--- src/rtl/core/spp_pkg.sv ---
// Shared types, constants and sizes of the stereo ping-pong delay.
package spp_pkg;

    localparam int ECHO_DEPTH   = 12000;
    localparam int PTR_W        = $clog2(ECHO_DEPTH);

    localparam int SAMPLE_W = 24;
    localparam int OUT_W    = 22;
    localparam int SM_W     = 40;
    localparam int GAIN_W   = 24;
    localparam int FB_W     = 16;
    localparam int TGT_W    = 16;
    localparam int STEP_W   = 24;
    localparam int CFG_W    = 24;
    localparam int CFG_IDX_W = 2;

    localparam int Q_BITS        = 20;
    localparam int DIV_PER_CYCLE = 5;
    localparam int DIV_CYCLES    = Q_BITS / DIV_PER_CYCLE;
    localparam int DIV_CNT_W     = $clog2(DIV_CYCLES);
    localparam int MAG_W         = 26;
    localparam int REM_W         = 27;

    localparam logic [TGT_W-1:0]  GAIN_RESET     = 16'd7209;
    localparam logic [TGT_W-1:0]  FEEDBACK_RESET = 16'd26214;
    localparam logic [STEP_W-1:0] STEP_RESET     = 24'd776;

    localparam logic signed [16:0] K_SEND = 17'sd17039;
    localparam logic signed [16:0] K_WET  = 17'sd34079;

    localparam logic [CFG_IDX_W-1:0] CFG_TARGET_GAIN     = 2'd0;
    localparam logic [CFG_IDX_W-1:0] CFG_TARGET_FEEDBACK = 2'd1;
    localparam logic [CFG_IDX_W-1:0] CFG_SMOOTHING_STEP  = 2'd2;

    typedef enum logic [2:0] {
        S_IDLE,
        S_UPD,
        S_SCALE,
        S_MIX,
        S_DIV,
        S_DONE
    } t_state;

    typedef struct packed {
        logic load;
        logic scale;
        logic mix;
        logic div;
    } t_lane_ctl;

    typedef struct packed {
        logic mul;
        logic upd;
    } t_smooth_ctl;

endpackage

--- src/rtl/core/spp_smoother.sv ---
// One-pole smoother that moves a 40-bit value one step toward its target per word.
module spp_smoother (
    input  logic                        i_clk,
    input  logic                        i_rst_n,
    input  spp_pkg::t_smooth_ctl        i_ctl,
    input  logic [spp_pkg::TGT_W-1:0]   i_init,
    input  logic [spp_pkg::TGT_W-1:0]   i_target,
    input  logic [spp_pkg::STEP_W-1:0]  i_step,
    output logic [spp_pkg::SM_W-1:0]    o_value
);

    logic [spp_pkg::SM_W-1:0]  r_value;
    logic [spp_pkg::SM_W-1:0]  n_value;
    logic [43:0]               r_p_hi;
    logic [43:0]               r_p_lo;
    logic                      r_neg;
    logic [spp_pkg::SM_W-1:0]  w_tgt;
    logic                      w_neg;
    logic [spp_pkg::SM_W-1:0]  w_mag;
    logic [63:0]               w_total;
    logic [spp_pkg::SM_W-1:0]  w_amt;

    always_comb begin
        w_tgt   = {i_target, 24'd0};
        w_neg   = r_value > w_tgt;
        w_mag   = w_neg ? (r_value - w_tgt) : (w_tgt - r_value);
        w_total = {r_p_hi, 20'd0} + {20'd0, r_p_lo};
        w_amt   = w_total[63:24];
        n_value = r_neg ? (r_value - w_amt) : (r_value + w_amt);
    end

    always_ff @(posedge i_clk) begin
        if (i_ctl.mul) begin
            r_p_hi <= {24'd0, w_mag[39:20]} * {20'd0, i_step};
            r_p_lo <= {24'd0, w_mag[19:0]} * {20'd0, i_step};
            r_neg  <= w_neg;
        end
    end

    always_ff @(posedge i_clk) begin
        if (!i_rst_n) begin
            r_value <= {i_init, 24'd0};
        end else if (i_ctl.upd) begin
            r_value <= n_value;
        end
    end

    assign o_value = r_value;

endmodule

--- config.mk ---
export PLATFORM = sky130hd
export DESIGN_NAME = spp_smoother
export DESIGN_NICKNAME = d
export VERILOG_FILES = /design/src/rtl/core/spp_pkg.sv /design/src/rtl/core/spp_smoother.sv
export SDC_FILE = /design/constraint.sdc
export NUM_CORES = 2
export LEC_CHECK = 0
export ABC_AREA = 1
export BUFFER_PORTS_ARGS = -buffer_cell sky130_fd_sc_hd__buf_2
export CAP_MARGIN = 15
export CORE_ASPECT_RATIO = 1.1
export CORE_MARGIN = 4
export CORE_UTILIZATION = 40
export DETAILED_ROUTE_END_ITERATION = 12
export HOLD_SLACK_MARGIN = 0.05
export SYNTH_ARGS = -nofsm -noshare
export SYNTH_HDL_FRONTEND = slang
export SYNTH_SLANG_ARGS = --single-unit
--- constraint.sdc ---
create_clock -name i_clk -period 8.5 [get_ports i_clk]
set_clock_uncertainty 0.05 [all_clocks]
set_input_delay 0 -clock i_clk [delete_from_list [all_inputs] [get_ports i_clk]]
set_output_delay 0 -clock i_clk [all_outputs]
set_load 0.005 [all_outputs]
==> run_summary.xml <==
<?xml version="1.0" encoding="UTF-8"?>
<metrics>
  <group name="logic_synthesis">
    <metric name="cell_types_with_the_largest_area_share_after_synthesis" unit="">sky130_fd_sc_hd__fa_1 36%, sky130_fd_sc_hd__inv_1 12%, sky130_fd_sc_hd__ha_1 12%</metric>
    <metric name="post_synth_net_total" unit="">7060</metric>
    <metric name="yosys-top-cells-count" unit="">1,352 x sky130_fd_sc_hd__inv_1, 1,136 x sky130_fd_sc_hd__nand2_1, 793 x sky130_fd_sc_hd__nor2_1, 785 x sky130_fd_sc_hd__fa_1, 401 x sky130_fd_sc_hd__ha_1</metric>
    <metric name="post_synth_instance_area" unit="um2">43600</metric>
    <metric name="synth-seq-area-share" unit="%">6.96</metric>
    <metric name="netlist_instances" unit="">5814</metric>
    <metric name="avgSynthCellArea" unit="um2">7.50</metric>
    <metric name="dominantRegCellSynth" unit="">sky130_fd_sc_hd__edfxtp_1</metric>
    <metric name="ffs_w_async_s_r_synth" unit="%">0</metric>
    <metric name="synth_top_cell_by_area" unit="">sky130_fd_sc_hd__fa_1</metric>
    <metric name="yosysUniqueCellTypes" unit="">65</metric>
    <metric name="register_bit_count_reported_by_yosys" unit="">109</metric>
    <metric name="synth_top_area_share" unit="%">36.0</metric>
    <metric name="top_count_cell_post_synth" unit="">sky130_fd_sc_hd__inv_1</metric>
    <metric name="synth.yosys.warnings" unit="">0</metric>
    <metric name="synth_enable_flop_cells" unit="">85</metric>
  </group>
  <group name="route">
    <metric name="routed-via-count" unit="">38900</metric>
    <metric name="detail_route.iter0.violations" unit="">3138</metric>
    <metric name="wirelength" unit="um">162000</metric>
    <metric name="drc" unit="">0</metric>
    <metric name="routed_via_density" unit="">5.22</metric>
    <metric name="first_pass_iters" unit="">6</metric>
    <metric name="drtAntennaViolNets" unit="">0</metric>
    <metric name="avgRoutedWirePerCell" unit="um">21.7</metric>
  </group>
  <group name="worst_setup_path">
    <metric name="critPathArrivalTime" unit="ps">8260</metric>
    <metric name="cp_slowest_cell" unit="">sky130_fd_sc_hd__fa_1</metric>
    <metric name="worst-r2r-setup-slack" unit="ps">310</metric>
    <metric name="critical_path_depth" unit="">35</metric>
    <metric name="timing.critical_path.required" unit="ps">8570</metric>
    <metric name="critPathBufInv" unit="">10</metric>
    <metric name="worst-setup-path-type" unit="">reg -&gt; reg</metric>
    <metric name="max_stage_delay" unit="ps">550</metric>
    <metric name="critical_path.startpoint_type" unit="">flip-flop</metric>
    <metric name="top_cell_by_count_worst_path" unit="">sky130_fd_sc_hd__inv_1</metric>
    <metric name="worst-path-max-fanout" unit="">9</metric>
    <metric name="cell_family_with_most_cp_delay" unit="">adder cells</metric>
    <metric name="r2r.worst_path.cells" unit="">35</metric>
    <metric name="critPathCaptureType" unit="">flip-flop</metric>
  </group>
  <group name="sta">
    <metric name="max-slew-margin-rel" unit="%">20.6</metric>
    <metric name="drv_slew" unit="">0</metric>
    <metric name="rsz_0062_raised_after_global_routing" unit="">true</metric>
    <metric name="timing_worst_slew_pin_value" unit="ps">1190</metric>
    <metric name="clock.fmax" unit="MHz">122</metric>
    <metric name="timing.final.setup_violations" unit="">0</metric>
    <metric name="period_share" unit="%">96.3</metric>
    <metric name="finalCriticalPeriod" unit="ps">8190</metric>
    <metric name="finalHoldViolations" unit="">0</metric>
    <metric name="fin_setup_tns" unit="ps">0</metric>
  </group>
  <group name="floorplanning">
    <metric name="num_ports" unit="">100</metric>
    <metric name="floorplan.initialDensity" unit="%">40.4</metric>
    <metric name="fp.dieArea" unit="um2">114000</metric>
    <metric name="core_region_area" unit="um2">108000</metric>
    <metric name="rows" unit="">126</metric>
    <metric name="die_height" unit="um">354</metric>
    <metric name="fp.dieW" unit="um">323</metric>
  </group>
  <group name="place">
    <metric name="place_hpwl" unit="um">135000</metric>
    <metric name="number_of_instances_in_the_placed_design" unit="">7405</metric>
    <metric name="count_of_buffers_from_port_buffering" unit="">99</metric>
    <metric name="place_congestion" unit="">0.981</metric>
  </group>
  <group name="hold_path">
    <metric name="min_path_cells" unit="">4</metric>
    <metric name="hold_class" unit="">in -&gt; reg</metric>
  </group>
  <group name="clock_network">
    <metric name="cts_root_buf" unit="">sky130_fd_sc_hd__clkbuf_16</metric>
    <metric name="cts.reportedPaths.clkPinSlew" unit="ps">90</metric>
    <metric name="numCtsBuffers" unit="">9</metric>
    <metric name="cts_tree" unit="">built</metric>
    <metric name="cts_htree_levels" unit="">3</metric>
    <metric name="clk-insertion-delay-late" unit="ps">410</metric>
    <metric name="clk_path_buf_depth" unit="">2</metric>
    <metric name="cts_sinks" unit="">109</metric>
  </group>
  <group name="global_routing">
    <metric name="antenna_found_initial" unit="">7</metric>
    <metric name="grt_pass1_wl" unit="um">244000</metric>
    <metric name="groute.usage.overall" unit="%">28.3</metric>
    <metric name="grt_max_degree" unit="">70</metric>
    <metric name="first_global_vias" unit="">40200</metric>
    <metric name="globalRoute.totalOverflow" unit="">0</metric>
  </group>
  <group name="finish">
    <metric name="area_growth_synth_to_finish" unit="%">11.3</metric>
    <metric name="nNetsFinal" unit="">7289</metric>
    <metric name="final_layout_size_suffix_gt1_share" unit="%">10.1</metric>
    <metric name="multi_input_area" unit="um2">35000</metric>
    <metric name="final_cells" unit="">7461</metric>
    <metric name="final-seq-area" unit="um2">3040</metric>
    <metric name="fillers" unit="">11100</metric>
  </group>
  <group name="status">
    <metric name="outcome" unit="">finished clean</metric>
  </group>
  <group name="run">
    <metric name="maxCapViolCount" unit="">0</metric>
  </group>
</metrics>
worst register-to-register path, delay by kind of cell (launching register included):
family / cells / cell delay (ps)
compound gates: 9 / 1570
fa+ha+maj: 9 / 3860
flops: 1 / 420
buf+inv: 10 / 960
xor+xnor: 2 / 410
simple gates: 5 / 650
final cells by class:
type | count | share of cell area (%)
Antenna cell | 5 | 0.0258
Clock buffer | 9 | 0.464
Clock inverter | 7 | 0.217
Inverter | 1391 | 10.8
Multi-Input combinational cell | 4137 | 72.2
Sequential cell | 109 | 6.26
Tap cell | 1408 | 3.63
Timing Repair Buffer | 395 | 6.44
routing by layer:
metal	share of wire [%]	GRT usage, %	up-vias
met1	40	36.6	19100
li1	-	-	17900
met4	5.4	12.4	2
met2	46	47.3	1622
met5	0.0080	0	-
met3	7.8	3.79	327
cell usage in the layout, fill, tap and decap left out, types with 40 or more instances in the layout:
cell                       synthesis  routed
sky130_fd_sc_hd__a21oi_1         215     197
sky130_fd_sc_hd__buf_2            55      99
sky130_fd_sc_hd__buf_4            11     249
sky130_fd_sc_hd__edfxtp_1         85      85
sky130_fd_sc_hd__fa_1            785     782
sky130_fd_sc_hd__ha_1            401     393
sky130_fd_sc_hd__inv_1          1352    1349
sky130_fd_sc_hd__nand2_1        1136    1121
sky130_fd_sc_hd__nand2_2          28      40
sky130_fd_sc_hd__nand3_1         140     139
sky130_fd_sc_hd__nand4_1          42      42
sky130_fd_sc_hd__nor2_1          793     785
sky130_fd_sc_hd__o21ai_0         114     109
sky130_fd_sc_hd__xnor2_1          51      51
sky130_fd_sc_hd__xor2_1          112     109
path summary, 6_finish.rpt:
kind,to,startpoint
worst min register to register,o_value[18]$_SDFFE_PN0P_,o_value[18]$_SDFFE_PN0P_
worst min-delay path,o_value[38]$_DFFE_PP_,i_rst_n
worst max register to register,r_p_hi[42]$_DFFE_PP_,o_value[26]$_DFFE_PP_
worst max-delay path,r_p_hi[42]$_DFFE_PP_,o_value[26]$_DFFE_PP_
sequential cells by signal, summed over array words and instances, names as in the netlist:
name / flops
r_p_lo: 24
r_p_hi: 44
r_neg: 1
o_value: 40
cell families (layout without fill, tap and decap cells):
kind of cell / after synthesis / after routing / synth area share (%)
flip-flops: 109 / 109 / 6.96
other: 0 / 5 / 0
buffers and inverters: 1568 / 1802 / 13.8
XOR/XNOR: 169 / 169 / 3.52
AO/OA/AOI/OAI: 513 / 513 / 6.88
adder cells (fa/ha/maj): 1186 / 1186 / 47.5
AND/OR/NAND/NOR: 2268 / 2268 / 21.2
multiplexers: 1 / 1 / 0.0516
metrics by stage:
step           area, um2  utilization (%)  setup slack, ps  hold WS (ps)
6_report           48500             45.0              312           163
5_1_grt            48500             45.0            -44.4           203
4_1_cts            47800             44.4            -17.9           154
3_5_place_dp       47300             43.8             -543           262
3_3_place_gp       47300             43.8             -507           245
2_1_floorplan      43600                -              487          62.5
what timing repair did:
| item | in CTS | in global routing |
|---|---|---|
| gates resized for setup | 14 | 96 |
| hold buffers | 17 | 0 |
| endpoints found under the setup margin | 20 | 44 |
| gates cloned | 0 | 5 |
| endpoints found under the hold margin | 16 | 0 |
| pin swaps | 2 | 18 |
| setup buffers | 0 | 13 |
Power is left out: the tool's default activity adds up to more than one toggle a clock period on the data nets, which glitch-free logic cannot reach.
